**src/rtl/priority_inheritance_mutex_macros.svh**
```systemverilog
// Assertion macros for the priority inheritance mutex
`ifndef PRIORITY_INHERITANCE_MUTEX_MACROS_SVH
`define PRIORITY_INHERITANCE_MUTEX_MACROS_SVH

`ifndef SYNTHESIS
`define PIM_ASSERT(lbl, clk, rstn, prop) \
  lbl: assert property (@(posedge clk) disable iff (!rstn) prop) \
    else $error("pim: property violated");
`define PIM_NEVER(lbl, clk, rstn, cond) \
  lbl: assert property (@(posedge clk) disable iff (!rstn) !(cond)) \
    else $error("pim: forbidden condition seen");
`else
`define PIM_ASSERT(lbl, clk, rstn, prop)
`define PIM_NEVER(lbl, clk, rstn, cond)
`endif

`endif

```
**src/rtl/pim_pkg.sv**
```systemverilog
// Package: constants, codes and shared types of the priority inheritance mutex
`timescale 1ns / 1ps
package pim_pkg;

  localparam int QUEUE_DEPTH = 8;
  localparam int MAX_NESTING = 255;

  localparam int QIDX_W  = (QUEUE_DEPTH > 1) ? $clog2(QUEUE_DEPTH) : 1;
  localparam int QCNT_W  = $clog2(QUEUE_DEPTH + 1);
  localparam int NEST_W  = $clog2(MAX_NESTING + 1);
  localparam int TID_W   = 8;
  localparam int PRIO_W  = 8;
  localparam int ENTRY_W = TID_W + PRIO_W;

  localparam logic [PRIO_W-1:0] PRIO_RESET = 8'hff;

  typedef enum logic [1:0] {
    KIND_TAKE    = 2'd0,
    KIND_RELEASE = 2'd1,
    KIND_DESTROY = 2'd2,
    KIND_NONE    = 2'd3
  } kind_e;

  typedef enum logic [2:0] {
    ST_OK        = 3'd0,
    ST_QUEUED    = 3'd1,
    ST_DESTROYED = 3'd2,
    ST_NOT_OWNER = 3'd3,
    ST_FULL      = 3'd4,
    ST_NEST_OVF  = 3'd5
  } status_e;

  typedef struct packed {
    logic               rd;
    logic               push;
    logic               pop;
    logic               clear;
    logic [ENTRY_W-1:0] wdata;
  } qcmd_t;

  typedef struct packed {
    logic [QCNT_W-1:0]  count;
    logic               full;
    logic               empty;
    logic [ENTRY_W-1:0] rdata;
  } qstat_t;

  typedef struct packed {
    logic [2:0]        status;
    logic              prio_update_valid;
    logic [TID_W-1:0]  prio_thread;
    logic [PRIO_W-1:0] prio_value;
    logic              wake_valid;
    logic [TID_W-1:0]  wake_thread;
  } rsp_t;

endpackage

```
**src/rtl/pim_req_if.sv**
```systemverilog
// Request channel: kind, thread and priority of one item
`timescale 1ns / 1ps
interface pim_req_if;
  logic       valid;
  logic       ready;
  logic [1:0] kind;
  logic [7:0] thread_id;
  logic [7:0] thread_prio;

  modport source (output valid, output kind, output thread_id, output thread_prio,
                  input ready);
  modport sink   (input valid, input kind, input thread_id, input thread_prio,
                  output ready);
endinterface

```
**src/rtl/pim_rsp_if.sv**
```systemverilog
// Response channel: status, priority change and hand-off of one item
`timescale 1ns / 1ps
interface pim_rsp_if;
  logic       valid;
  logic       ready;
  logic [2:0] status;
  logic       prio_update_valid;
  logic [7:0] prio_thread;
  logic [7:0] prio_value;
  logic       wake_valid;
  logic [7:0] wake_thread;

  modport source (output valid, output status, output prio_update_valid,
                  output prio_thread, output prio_value, output wake_valid,
                  output wake_thread, input ready);
  modport sink   (input valid, input status, input prio_update_valid,
                  input prio_thread, input prio_value, input wake_valid,
                  input wake_thread, output ready);
endinterface

```
**src/rtl/pim_ram.sv**
```systemverilog
// Generic single-write, single-read RAM with registered read data
`timescale 1ns / 1ps
module pim_ram #(
  parameter int WIDTH = 16,
  parameter int DEPTH = 8,
  localparam int AW   = (DEPTH > 1) ? $clog2(DEPTH) : 1
) (
  input  logic             clk_i,
  input  logic             we_i,
  input  logic [AW-1:0]    waddr_i,
  input  logic [WIDTH-1:0] wdata_i,
  input  logic             re_i,
  input  logic [AW-1:0]    raddr_i,
  output logic [WIDTH-1:0] rdata_o
);

  logic [WIDTH-1:0] mem_q [DEPTH];
  logic [WIDTH-1:0] rdata_q;

  always_ff @(posedge clk_i) begin
    if (we_i) begin
      mem_q[waddr_i] <= wdata_i;
    end
    if (re_i) begin
      rdata_q <= mem_q[raddr_i];
    end
  end

  assign rdata_o = rdata_q;

endmodule

```
**src/rtl/pim_queue.sv**
```systemverilog
// Waiter FIFO: head/tail/count pointers around the waiter RAM
`timescale 1ns / 1ps
module pim_queue
  import pim_pkg::*;
(
  input  logic   clk_i,
  input  logic   rst_ni,
  input  qcmd_t  cmd_i,
  output qstat_t stat_o
);

  logic [QIDX_W-1:0] head_q, head_d;
  logic [QIDX_W-1:0] tail_q, tail_d;
  logic [QCNT_W-1:0] count_q, count_d;
  logic [ENTRY_W-1:0] rdata;

  function automatic logic [QIDX_W-1:0] next_slot(input logic [QIDX_W-1:0] p);
    return (p == QIDX_W'(QUEUE_DEPTH - 1)) ? '0 : p + QIDX_W'(1);
  endfunction

  always_comb begin
    head_d  = head_q;
    tail_d  = tail_q;
    count_d = count_q;
    if (cmd_i.clear) begin
      head_d  = '0;
      tail_d  = '0;
      count_d = '0;
    end else if (cmd_i.push) begin
      tail_d  = next_slot(tail_q);
      count_d = count_q + QCNT_W'(1);
    end else if (cmd_i.pop) begin
      head_d  = next_slot(head_q);
      count_d = count_q - QCNT_W'(1);
    end
  end

  always_ff @(posedge clk_i or negedge rst_ni) begin
    if (!rst_ni) begin
      head_q  <= '0;
      tail_q  <= '0;
      count_q <= '0;
    end else begin
      head_q  <= head_d;
      tail_q  <= tail_d;
      count_q <= count_d;
    end
  end

  pim_ram #(
    .WIDTH (ENTRY_W),
    .DEPTH (QUEUE_DEPTH)
  ) u_ram (
    .clk_i   (clk_i),
    .we_i    (cmd_i.push && !cmd_i.clear),
    .waddr_i (tail_q),
    .wdata_i (cmd_i.wdata),
    .re_i    (cmd_i.rd),
    .raddr_i (head_q),
    .rdata_o (rdata)
  );

  assign stat_o.count = count_q;
  assign stat_o.full  = (count_q >= QCNT_W'(QUEUE_DEPTH));
  assign stat_o.empty = (count_q == '0);
  assign stat_o.rdata = rdata;

endmodule

```
**src/rtl/pim_ctrl.sv**
```systemverilog
// Lock state, request sequencer and response register
`timescale 1ns / 1ps
module pim_ctrl
  import pim_pkg::*;
(
  input  logic      clk_i,
  input  logic      rst_ni,
  input  logic      cfg_we_i,
  input  logic      cfg_wdata_i,
  pim_req_if.sink   req,
  pim_rsp_if.source rsp,
  output qcmd_t     qcmd_o,
  input  qstat_t    qstat_i
);

  typedef enum logic {
    S_IDLE,
    S_EXEC
  } state_e;

  state_e            state_q, state_d;
  logic              rec_en_q;
  logic              destroyed_q, destroyed_d;
  logic              owned_q, owned_d;
  logic [TID_W-1:0]  owner_id_q, owner_id_d;
  logic [PRIO_W-1:0] cur_prio_q, cur_prio_d;
  logic [PRIO_W-1:0] saved_prio_q, saved_prio_d;
  logic [NEST_W-1:0] nesting_q, nesting_d;
  logic [1:0]        kind_q;
  logic [TID_W-1:0]  tid_q;
  logic [PRIO_W-1:0] prio_q;
  logic              out_valid_q, out_valid_d;
  rsp_t              out_q, res;
  logic              accept, fire;

  assign req.ready = (state_q == S_IDLE);
  assign accept    = req.valid && req.ready;
  // the result register may still hold the previous item; wait until it drains
  assign fire      = (state_q == S_EXEC) && (!out_valid_q || rsp.ready);

  always_comb begin
    destroyed_d  = destroyed_q;
    owned_d      = owned_q;
    owner_id_d   = owner_id_q;
    cur_prio_d   = cur_prio_q;
    saved_prio_d = saved_prio_q;
    nesting_d    = nesting_q;
    res          = '0;
    res.status   = ST_OK;
    qcmd_o       = '0;
    qcmd_o.rd    = accept;
    qcmd_o.wdata = {tid_q, prio_q};

    case (kind_q)
      KIND_DESTROY: begin
        destroyed_d  = 1'b1;
        owned_d      = 1'b0;
        owner_id_d   = '0;
        cur_prio_d   = '0;
        nesting_d    = '0;
        qcmd_o.clear = fire;
      end
      KIND_TAKE: begin
        if (destroyed_q) begin
          res.status = ST_DESTROYED;
        end else if (!owned_q) begin
          owned_d      = 1'b1;
          owner_id_d   = tid_q;
          cur_prio_d   = prio_q;
          saved_prio_d = prio_q;
          nesting_d    = '0;
        end else if (rec_en_q && owner_id_q == tid_q) begin
          if (nesting_q >= NEST_W'(MAX_NESTING)) begin
            res.status = ST_NEST_OVF;
          end else begin
            nesting_d = nesting_q + NEST_W'(1);
          end
        end else if (qstat_i.full) begin
          res.status = ST_FULL;
        end else begin
          qcmd_o.push = fire;
          res.status  = ST_QUEUED;
          if (prio_q > cur_prio_q) begin
            cur_prio_d            = prio_q;
            res.prio_update_valid = 1'b1;
            res.prio_thread       = owner_id_q;
            res.prio_value        = prio_q;
          end
        end
      end
      KIND_RELEASE: begin
        if (destroyed_q) begin
          res.status = ST_DESTROYED;
        end else if (!owned_q || owner_id_q != tid_q) begin
          res.status = ST_NOT_OWNER;
        end else if (rec_en_q && nesting_q != '0) begin
          nesting_d = nesting_q - NEST_W'(1);
        end else begin
          if (saved_prio_q != prio_q) begin
            res.prio_update_valid = 1'b1;
            res.prio_thread       = tid_q;
            res.prio_value        = saved_prio_q;
          end
          nesting_d = '0;
          if (!qstat_i.empty) begin
            // hand the lock to the head waiter read during the accept cycle
            qcmd_o.pop      = fire;
            owner_id_d      = qstat_i.rdata[ENTRY_W-1:PRIO_W];
            cur_prio_d      = qstat_i.rdata[PRIO_W-1:0];
            saved_prio_d    = qstat_i.rdata[PRIO_W-1:0];
            res.wake_valid  = 1'b1;
            res.wake_thread = qstat_i.rdata[ENTRY_W-1:PRIO_W];
          end else begin
            owned_d    = 1'b0;
            owner_id_d = '0;
            cur_prio_d = '0;
          end
        end
      end
      default: begin
        // undefined kind: answered with ok, no change
      end
    endcase
  end

  always_comb begin
    state_d     = state_q;
    out_valid_d = out_valid_q && !rsp.ready;
    case (state_q)
      S_IDLE: if (accept) state_d = S_EXEC;
      S_EXEC: begin
        if (fire) begin
          state_d     = S_IDLE;
          out_valid_d = 1'b1;
        end
      end
      default: state_d = S_IDLE;
    endcase
  end

  always_ff @(posedge clk_i or negedge rst_ni) begin
    if (!rst_ni) begin
      state_q      <= S_IDLE;
      rec_en_q     <= 1'b0;
      destroyed_q  <= 1'b0;
      owned_q      <= 1'b0;
      owner_id_q   <= '0;
      cur_prio_q   <= '0;
      saved_prio_q <= PRIO_RESET;
      nesting_q    <= '0;
      kind_q       <= '0;
      tid_q        <= '0;
      prio_q       <= '0;
      out_valid_q  <= 1'b0;
      out_q        <= '0;
    end else begin
      state_q     <= state_d;
      out_valid_q <= out_valid_d;
      if (cfg_we_i) begin
        rec_en_q <= cfg_wdata_i;
      end
      if (accept) begin
        kind_q <= req.kind;
        tid_q  <= req.thread_id;
        prio_q <= req.thread_prio;
      end
      if (fire) begin
        destroyed_q  <= destroyed_d;
        owned_q      <= owned_d;
        owner_id_q   <= owner_id_d;
        cur_prio_q   <= cur_prio_d;
        saved_prio_q <= saved_prio_d;
        nesting_q    <= nesting_d;
        out_q        <= res;
      end
    end
  end

  assign rsp.valid             = out_valid_q;
  assign rsp.status            = out_q.status;
  assign rsp.prio_update_valid = out_q.prio_update_valid;
  assign rsp.prio_thread       = out_q.prio_thread;
  assign rsp.prio_value        = out_q.prio_value;
  assign rsp.wake_valid        = out_q.wake_valid;
  assign rsp.wake_thread       = out_q.wake_thread;

endmodule

```
**src/rtl/priority_inheritance_mutex.sv**
```systemverilog
// Hardware mutex with a FIFO of waiters and priority inheritance.
// Each item goes through two steps: the head waiter is read from the queue RAM, whose
// read data is registered, and then the lock state is updated and the result register
// loaded. A new item is taken while the previous result still waits on the response
// channel; the update stalls only when that result has not yet been taken. The waiter
// RAM needs no clearing after reset, since only entries counted by the FIFO are used.
`timescale 1ns / 1ps
`include "priority_inheritance_mutex_macros.svh"
module priority_inheritance_mutex
  import pim_pkg::*;
(
  input  logic      clk_i,
  input  logic      rst_ni,
  input  logic      cfg_we_i,
  input  logic      cfg_wdata_i,
  pim_req_if.sink   req,
  pim_rsp_if.source rsp
);

  qcmd_t  qcmd;
  qstat_t qstat;

  pim_ctrl u_ctrl (
    .clk_i       (clk_i),
    .rst_ni      (rst_ni),
    .cfg_we_i    (cfg_we_i),
    .cfg_wdata_i (cfg_wdata_i),
    .req         (req),
    .rsp         (rsp),
    .qcmd_o      (qcmd),
    .qstat_i     (qstat)
  );

  pim_queue u_queue (
    .clk_i  (clk_i),
    .rst_ni (rst_ni),
    .cmd_i  (qcmd),
    .stat_o (qstat)
  );

  `PIM_NEVER(a_no_push_full, clk_i, rst_ni, qcmd.push && qstat.full)
  `PIM_NEVER(a_no_pop_empty, clk_i, rst_ni, qcmd.pop && qstat.empty)
  `PIM_NEVER(a_count_bound, clk_i, rst_ni, qstat.count > QCNT_W'(QUEUE_DEPTH))
  `PIM_ASSERT(a_one_at_a_time, clk_i, rst_ni, req.valid && req.ready |=> !req.ready)

endmodule
```
**src/flat_wrapper.sv**
```systemverilog
// flat-port wrapper written by rule: the top's interface ports become plain ports
module priority_inheritance_mutex_flat import pim_pkg::*;
  (clk_i, rst_ni, cfg_we_i, cfg_wdata_i, req_valid, req_kind, req_thread_id, req_thread_prio, req_ready, rsp_valid, rsp_status, rsp_prio_update_valid, rsp_prio_thread, rsp_prio_value, rsp_wake_valid, rsp_wake_thread, rsp_ready);
  pim_req_if req_i ();
  pim_rsp_if rsp_i ();
  input  logic clk_i;
  input  logic rst_ni;
  input  logic cfg_we_i;
  input  logic cfg_wdata_i;
  input wire logic [$bits(req_i.valid)-1:0] req_valid;
  input wire logic [$bits(req_i.kind)-1:0] req_kind;
  input wire logic [$bits(req_i.thread_id)-1:0] req_thread_id;
  input wire logic [$bits(req_i.thread_prio)-1:0] req_thread_prio;
  output wire logic [$bits(req_i.ready)-1:0] req_ready;
  output wire logic [$bits(rsp_i.valid)-1:0] rsp_valid;
  output wire logic [$bits(rsp_i.status)-1:0] rsp_status;
  output wire logic [$bits(rsp_i.prio_update_valid)-1:0] rsp_prio_update_valid;
  output wire logic [$bits(rsp_i.prio_thread)-1:0] rsp_prio_thread;
  output wire logic [$bits(rsp_i.prio_value)-1:0] rsp_prio_value;
  output wire logic [$bits(rsp_i.wake_valid)-1:0] rsp_wake_valid;
  output wire logic [$bits(rsp_i.wake_thread)-1:0] rsp_wake_thread;
  input wire logic [$bits(rsp_i.ready)-1:0] rsp_ready;
  assign req_i.valid = req_valid;
  assign req_i.kind = req_kind;
  assign req_i.thread_id = req_thread_id;
  assign req_i.thread_prio = req_thread_prio;
  assign req_ready = req_i.ready;
  assign rsp_valid = rsp_i.valid;
  assign rsp_status = rsp_i.status;
  assign rsp_prio_update_valid = rsp_i.prio_update_valid;
  assign rsp_prio_thread = rsp_i.prio_thread;
  assign rsp_prio_value = rsp_i.prio_value;
  assign rsp_wake_valid = rsp_i.wake_valid;
  assign rsp_wake_thread = rsp_i.wake_thread;
  assign rsp_i.ready = rsp_ready;
  priority_inheritance_mutex u_core (.clk_i(clk_i), .rst_ni(rst_ni), .cfg_we_i(cfg_we_i), .cfg_wdata_i(cfg_wdata_i), .req(req_i), .rsp(rsp_i));
endmodule
```
**config.mk**
```make
export PLATFORM = sky130hd
export DESIGN_NAME = priority_inheritance_mutex_flat
export DESIGN_NICKNAME = d
export VERILOG_FILES = /design/src/rtl/pim_pkg.sv /design/src/rtl/pim_req_if.sv /design/src/rtl/pim_rsp_if.sv /design/src/rtl/pim_ram.sv /design/src/rtl/pim_queue.sv /design/src/rtl/pim_ctrl.sv /design/src/rtl/priority_inheritance_mutex.sv /design/src/flat_wrapper.sv
export VERILOG_INCLUDE_DIRS = /design/src /design/src/rtl
export SDC_FILE = /design/constraint.sdc
export NUM_CORES = 1
export LEC_CHECK = 0
export BUFFER_PORTS_ARGS = -buffer_cell sky130_fd_sc_hd__buf_2
export CAP_MARGIN = 20
export CORE_ASPECT_RATIO = 1.5
export CORE_MARGIN = 4
export CORE_UTILIZATION = 50
export DETAILED_ROUTE_END_ITERATION = 6
export PLACE_DENSITY = 0.69
export SLEW_MARGIN = 40
export SYNTH_ARGS = -nofsm -noshare
export SYNTH_HDL_FRONTEND = slang
export SYNTH_HIERARCHICAL = 1
export SYNTH_SLANG_ARGS = --single-unit
```
**constraint.sdc**
```tcl
create_clock -name clk_i -period 8.8 [get_ports clk_i]
set_input_delay 0.44 -clock clk_i [delete_from_list [all_inputs] [get_ports clk_i]]
set_output_delay 0.44 -clock clk_i [all_outputs]
set_load 0.02 [all_outputs]
```
# Word-level counts from Yosys, hierarchy flattened
# Memory sizes are Yosys's and may differ from the RTL's. A register that Yosys moved wholly into a read port is not among the register bits.
# Cells that the tools add are included.
# totals
ff_bits	94
ramBits	128
out_inout_bits	31
n_memories	1
# op_classes
add_sub_neg	6
magnitude_cmp	3
n_eq_ne	20
mux	84
bitwise	1
reduce_logical	27
# mem_list
memory	depth	word_bits	rd	rd_clocked_by_memory_dff	write_ports	line_no	source
u_core.u_queue.u_ram.mem_q	8	16	1	1	1	pim_ram.sv:17	logic [WIDTH-1:0] mem_q [DEPTH];
# op_table
cell	count
8-bit 2-to-1 mux	28
17-bit 2-to-1 mux	5
26-bit 2-to-1 mux	3
8-bit one-hot mux with 3 select lines	3
20-bit one-hot mux with 2 select lines	1
3-bit 2-to-1 mux	11
1-bit 2-to-1 mux	22
7-bit AND reduction	3
20-bit 2-to-1 mux	1
9-bit 2-to-1 mux	2
2-bit != test (second input constant)	8
8-bit != test	2
8-bit one-hot mux with 2 select lines	1
3-bit != test (second input constant)	5
4-bit 2-to-1 mux	3
9-bit AND reduction	1
8-bit by 1-bit adder with 8-bit output (second input constant)	1
8-bit equality test	1
8-bit >= comparator (second input constant)	1
8-bit > comparator	1
8-bit AND reduction	1
8-bit nonzero test	1
8-bit by 1-bit subtractor with 8-bit output (second input constant)	1
3-bit by 1-bit adder with 3-bit output (second input constant)	2
18 further kinds	33

# Longest topological paths before layout
# depth
depth_word	11
depth_mapped	10
depth_no_buf	9

# Modules after synthesis
# The synthesis kept the hierarchy.
# by_module_without_submodules
mod	instances	cells_each	area_per_inst_um2	seq_area_each_um2
pim_ram	1	214	5454.0	4324.1
pim_ctrl	1	410	4367.9	2112.0
pim_queue	1	60	606.8	250.2

# Worst setup path after synthesis
# No wires, ideal clock.
# synth_path
kind	reg-to-reg
from	register u_core.u_ctrl.kind_q[0]
to	memory u_core.u_queue.u_ram.mem_q[0][0] (enable)
t_arrival_ns	3.191
required_ns	8.391
path_slack_ns	5.200
stages_incl_launch_ff	10
period_less_slack_ns	3.600
cell_sequence	dfrtp_1 > clkbuf_1 > nor2_1 > nand2_1 > nor4_1 > buf_6 > inv_1 > nor2_1 > nand2b_1 > nor3_1
# synth_lines
item	line_no	source
start, declared	pim_ctrl.sv:29	logic [1:0] kind_q;
start signal, assigned	pim_ctrl.sv:163	kind_q <= req.kind;
end, declared	pim_ram.sv:17	

==> impl_metrics.xml <==
<?xml version="1.0" encoding="UTF-8"?>
<metrics>
  <group name="finish">
    <metric name="storage_element_area" unit="mm²">0.00669</metric>
    <metric name="multi_input_area" unit="mm²">0.00353</metric>
    <metric name="nets" unit="">789</metric>
    <metric name="fraction_of_final_layout_cells_with_drive_strength_greater_than_1" unit="%">24.4</metric>
    <metric name="n_antenna_cell" unit="">0</metric>
    <metric name="layout.core_utilization" unit="%">57.7</metric>
    <metric name="layout_area_overhead" unit="%">13.5</metric>
    <metric name="final_area" unit="mm²">0.0118</metric>
    <metric name="layout.filler_cells" unit="">1638</metric>
  </group>
  <group name="min_path">
    <metric name="hold_path.class" unit="">primary input to flop</metric>
    <metric name="whs_path_depth" unit="">2</metric>
    <metric name="hp-start" unit="">cfg_we_i</metric>
  </group>
  <group name="timing">
    <metric name="maxSlewHeadroom" unit="%">44.6</metric>
    <metric name="grt_setup_unrepaired" unit="">false</metric>
    <metric name="final.setup_skew" unit="ps">14.7</metric>
    <metric name="setup_violations" unit="">0</metric>
    <metric name="tns" unit="ps">0</metric>
    <metric name="timing.final.max_slew_violations" unit="">0</metric>
    <metric name="timing.final.hold_violations" unit="">0</metric>
    <metric name="timing_worst_slew_pin_value" unit="ps">830</metric>
    <metric name="holdWs" unit="ps">148</metric>
    <metric name="maxClockFrequency" unit="MHz">303</metric>
    <metric name="finalWorstPathRequiredPeriod" unit="ps">3300</metric>
    <metric name="timing.final.crit_share" unit="%">37.5</metric>
  </group>
  <group name="clocking">
    <metric name="clock_path_buffers" unit="">3</metric>
    <metric name="numCtsBuffers" unit="">22</metric>
    <metric name="cts.sink_count" unit="">238</metric>
    <metric name="clkTransAtPathRegs" unit="ps">60</metric>
    <metric name="cts_root_cell" unit="">sky130_fd_sc_hd__clkbuf_16</metric>
    <metric name="ctsHtreeMaxLevel" unit="">1</metric>
    <metric name="clkLatencyLatePin" unit="ps">500</metric>
    <metric name="cts_tree" unit="">built</metric>
    <metric name="cts-resized-gates" unit="">0</metric>
  </group>
  <group name="power">
    <metric name="vdd_ir_drop_max" unit="V">0.000117</metric>
    <metric name="leakagePower" unit="nW">4.54</metric>
    <metric name="switching_power_share_of_the_total" unit="%">28.7</metric>
    <metric name="seq_power_share" unit="%">48.9</metric>
    <metric name="p_clk_share" unit="%">33.3</metric>
    <metric name="design_power_total" unit="mW">3.12</metric>
    <metric name="intPower" unit="mW">2.23</metric>
    <metric name="power_density" unit="mW/mm²">264</metric>
    <metric name="power_frac_comb" unit="%">17.8</metric>
    <metric name="switchingPower" unit="µW">897</metric>
  </group>
  <group name="floorplan">
    <metric name="design.die.area" unit="mm²">0.0233</metric>
    <metric name="die-width" unit="µm">126</metric>
    <metric name="core_region_area" unit="mm²">0.0205</metric>
    <metric name="start_util" unit="%">50.9</metric>
    <metric name="floorplan.rows" unit="">64</metric>
    <metric name="ios" unit="">55</metric>
    <metric name="fp.dieH" unit="µm">185</metric>
  </group>
  <group name="yosys">
    <metric name="synth_edf_count" unit="">144</metric>
    <metric name="yosys.cell_count.top_type" unit="">sky130_fd_sc_hd__edfxtp_1</metric>
    <metric name="syn_area_per_cell" unit="µm²">15.2</metric>
    <metric name="async_reset_ff_share" unit="%">39.5</metric>
    <metric name="yosys_register_bits" unit="">238</metric>
    <metric name="post-synth-top-area-fraction" unit="%">41.5</metric>
    <metric name="simple_gate_share_of_the_synthesized_area" unit="%">8.12</metric>
    <metric name="synthesized_instance_count" unit="">684</metric>
    <metric name="synth.top_cells.by_count" unit="">sky130_fd_sc_hd__edfxtp_1 (144), sky130_fd_sc_hd__dfrtp_1 (86), sky130_fd_sc_hd__nand2_1 (49)</metric>
    <metric name="main_combinational_cell_family_by_area_after_synthesis" unit="">multiplexers</metric>
    <metric name="compound_gate_fraction_of_synth_area" unit="%">8.15</metric>
    <metric name="yosysUniqueCellTypes" unit="">67</metric>
    <metric name="synth_area_leaders" unit="">sky130_fd_sc_hd__edfxtp_1 (41%), sky130_fd_sc_hd__dfrtp_1 (21%), sky130_fd_sc_hd__mux4_1 (7.1%)</metric>
    <metric name="yosysSeqAreaShare" unit="%">64.1</metric>
    <metric name="synth_fp_nets" unit="">726</metric>
    <metric name="multiplexer_share_of_the_synthesized_area" unit="%">13.4</metric>
    <metric name="synth_adder_area_share" unit="%">2.23</metric>
    <metric name="synth_top_flop_cell" unit="">sky130_fd_sc_hd__edfxtp_1</metric>
    <metric name="synth-warning-count" unit="">6</metric>
    <metric name="post_synth_instance_area" unit="mm²">0.0104</metric>
    <metric name="synth_xor_area_share" unit="%">1.60</metric>
    <metric name="synth.largest_area_cell" unit="">sky130_fd_sc_hd__edfxtp_1</metric>
  </group>
  <group name="detailed_routing">
    <metric name="dr_total_vias" unit="">6094</metric>
    <metric name="antenna_violating_nets_post_route" unit="">0</metric>
    <metric name="remaining_drc_errors" unit="">0</metric>
    <metric name="avgViaCountPerCell" unit="">5.93</metric>
    <metric name="detail_route.first_pass.iterations" unit="">5</metric>
    <metric name="routed_wirelength" unit="µm">22100</metric>
    <metric name="count_of_routing_violations_after_the_opening_detailed_route_iteration" unit="">498</metric>
    <metric name="wl_per_cell" unit="µm">21.5</metric>
  </group>
  <group name="setup_path">
    <metric name="critical_path.reg2reg.startpoint" unit="">u_core/u_ctrl/kind_q[0]</metric>
    <metric name="timing_worst_setup_path_type" unit="">flop to flop</metric>
    <metric name="critPathSlowestCell" unit="">sky130_fd_sc_hd__nor2_2</metric>
    <metric name="cp_cell_sequence" unit="">nor2_2 -&gt; nand2_1 -&gt; nor4_2 -&gt; buf_4 -&gt; inv_1 -&gt; nor2_1 -&gt; nand2b_1 -&gt; nor2_1 -&gt; buf_4</metric>
    <metric name="setup.worst_path.end_class" unit="">flop</metric>
    <metric name="crit_fanout" unit="">17</metric>
    <metric name="startpoint_type_of_the_worst_setup_path" unit="">flop</metric>
    <metric name="regToRegSetupSlack" unit="ps">5500</metric>
    <metric name="required" unit="ps">8970</metric>
    <metric name="critPathLaunch" unit="">u_core/u_ctrl/kind_q[0]</metric>
    <metric name="critical_path.max_stage_delay" unit="ps">620</metric>
    <metric name="critical_path_arrival" unit="ps">3470</metric>
    <metric name="rr_worst_depth" unit="">9</metric>
  </group>
  <group name="global_route">
    <metric name="globalRouteOverflowTotal" unit="">0</metric>
    <metric name="grt_pass1_vias" unit="">6364</metric>
    <metric name="grt_pass1_wl" unit="µm">34700</metric>
    <metric name="number_of_antenna_violations_at_the_first_check_in_global_routing" unit="">0</metric>
    <metric name="grt_start_max_net_pins" unit="">78</metric>
    <metric name="gr-usage-all-layers" unit="%">18.9</metric>
  </group>
  <group name="run_status">
    <metric name="run_status" unit="">complete, no violations</metric>
  </group>
  <group name="placement">
    <metric name="place.detailed.hpwl" unit="µm">14600</metric>
    <metric name="place.gp.congestion" unit="">0.929</metric>
    <metric name="count_of_buffers_from_port_buffering" unit="">54</metric>
    <metric name="detailed_place.area" unit="mm²">0.0110</metric>
  </group>
  <group name="job">
    <metric name="max_cap_violations" unit="">0</metric>
  </group>
</metrics>
[power groups by stage]
stage | combinational, mW | sequential (mW) | clock [mW]
5_1_grt | 0.616 | 1.55 | 1.12
3_3_place_gp | 0.520 | 1.54 | 0
4_1_cts | 0.551 | 1.53 | 1.07
6_report | 0.556 | 1.53 | 1.04
3_5_place_dp | 0.545 | 1.55 | 0
2_1_floorplan | 0.424 | 1.48 | 0
[registers in the layout, summed over array words and instances (netlist names), 2 cells and up]
register / cells
u_core/u_ctrl/owner_id_q: 8
u_core/u_ctrl/tid_q: 8
u_core/u_queue/u_ram/rdata_o: 16
u_core/u_queue/head_q: 3
u_core/u_ctrl/rsp.prio_value: 8
u_core/u_ctrl/nesting_q: 8
u_core/u_queue/u_ram/mem_q: 128
u_core/u_ctrl/kind_q: 2
u_core/u_ctrl/saved_prio_q: 8
u_core/u_ctrl/rsp.wake_thread: 8
u_core/u_ctrl/rsp.status: 3
u_core/u_ctrl/prio_q: 8
u_core/u_queue/tail_q: 3
u_core/u_ctrl/cur_prio_q: 8
u_core/u_ctrl/rsp.prio_thread: 8
u_core/u_queue/count_q: 4
[placed cells by master, fill, tap and decap left out, types with 17 or more instances in the layout]
cell	synthesis	routed
sky130_fd_sc_hd__o21ai_0	18	18
sky130_fd_sc_hd__nor2_1	34	32
sky130_fd_sc_hd__clkbuf_16	0	23
sky130_fd_sc_hd__edfxtp_1	144	144
sky130_fd_sc_hd__mux4_1	28	28
sky130_fd_sc_hd__inv_1	18	18
sky130_fd_sc_hd__ha_1	17	17
sky130_fd_sc_hd__nand2_1	49	49
sky130_fd_sc_hd__mux2_2	40	40
sky130_fd_sc_hd__xnor2_1	19	19
sky130_fd_sc_hd__a21oi_1	30	30
sky130_fd_sc_hd__dfrtp_1	86	85
sky130_fd_sc_hd__and2_1	17	17
sky130_fd_sc_hd__buf_2	5	53
[cell families (layout without fill, tap and decap cells)]
group | count (synthesis) | after routing
DFF | 238 | 238
and+or+nand+nor | 160 | 160
AOI/OAI and AO/OA | 114 | 114
muxes | 84 | 84
buffers and inverters | 51 | 130
xor gates and xnor gates | 19 | 19
adders and majority gates | 18 | 18
[metrics by stage]
stage | setup slack [ps] | instances
after floorplan | 5200 | 684
after global placement | 5300 | 986
after CTS | 5540 | 1027
after global routing | 5300 | 1027
final | 5500 | 1027
after detailed placement | 5560 | 986
[timing repair]
action	in CTS	in global routing
hold buffers	1	0
hold endpoints to repair	17	0
setup buffers	0	0
[metal layers]
metal	vias up	share of wire [%]	track usage [%]
met2	176	54	34.8
met3	47	4.1	2.19
li1	2776	-	-
met1	3095	39	22.9
met4	0	3.0	6.83
met5	-	0	0
[critical path: cells and delay by family (launching register included)]
kind,cells,cell delay (ps)
buffers and inverters,3,630
AND/OR/NAND/NOR,6,1840
flip-flops,1,480
[path summary, 6_finish.rpt]
check                                              endpoint
min in group asynchronous            u_core/u_ctrl/tid_q[4]
setup / recovery           u_core/u_queue/u_ram/mem_q[2][4]
setup reg to reg           u_core/u_queue/u_ram/mem_q[2][4]
hold / removal                       u_core/u_ctrl/rec_en_q
hold reg to reg                 u_core/u_ctrl/rsp.status[1]
max in group asynchronous           u_core/u_ctrl/prio_q[4]
[area by class of cell]
| class | instances | share of cell area, % |
|---|---|---|
| flip-flops and latches | 238 | 56.5 |
| multi-input cells | 395 | 29.8 |
| clock buffers | 25 | 5.01 |
| repair buffers | 71 | 3.44 |
| well taps | 264 | 2.79 |
| clock inverters | 15 | 1.81 |
| inverters | 19 | 0.603 |
Note: power is estimated with default switching activity, not from simulation.
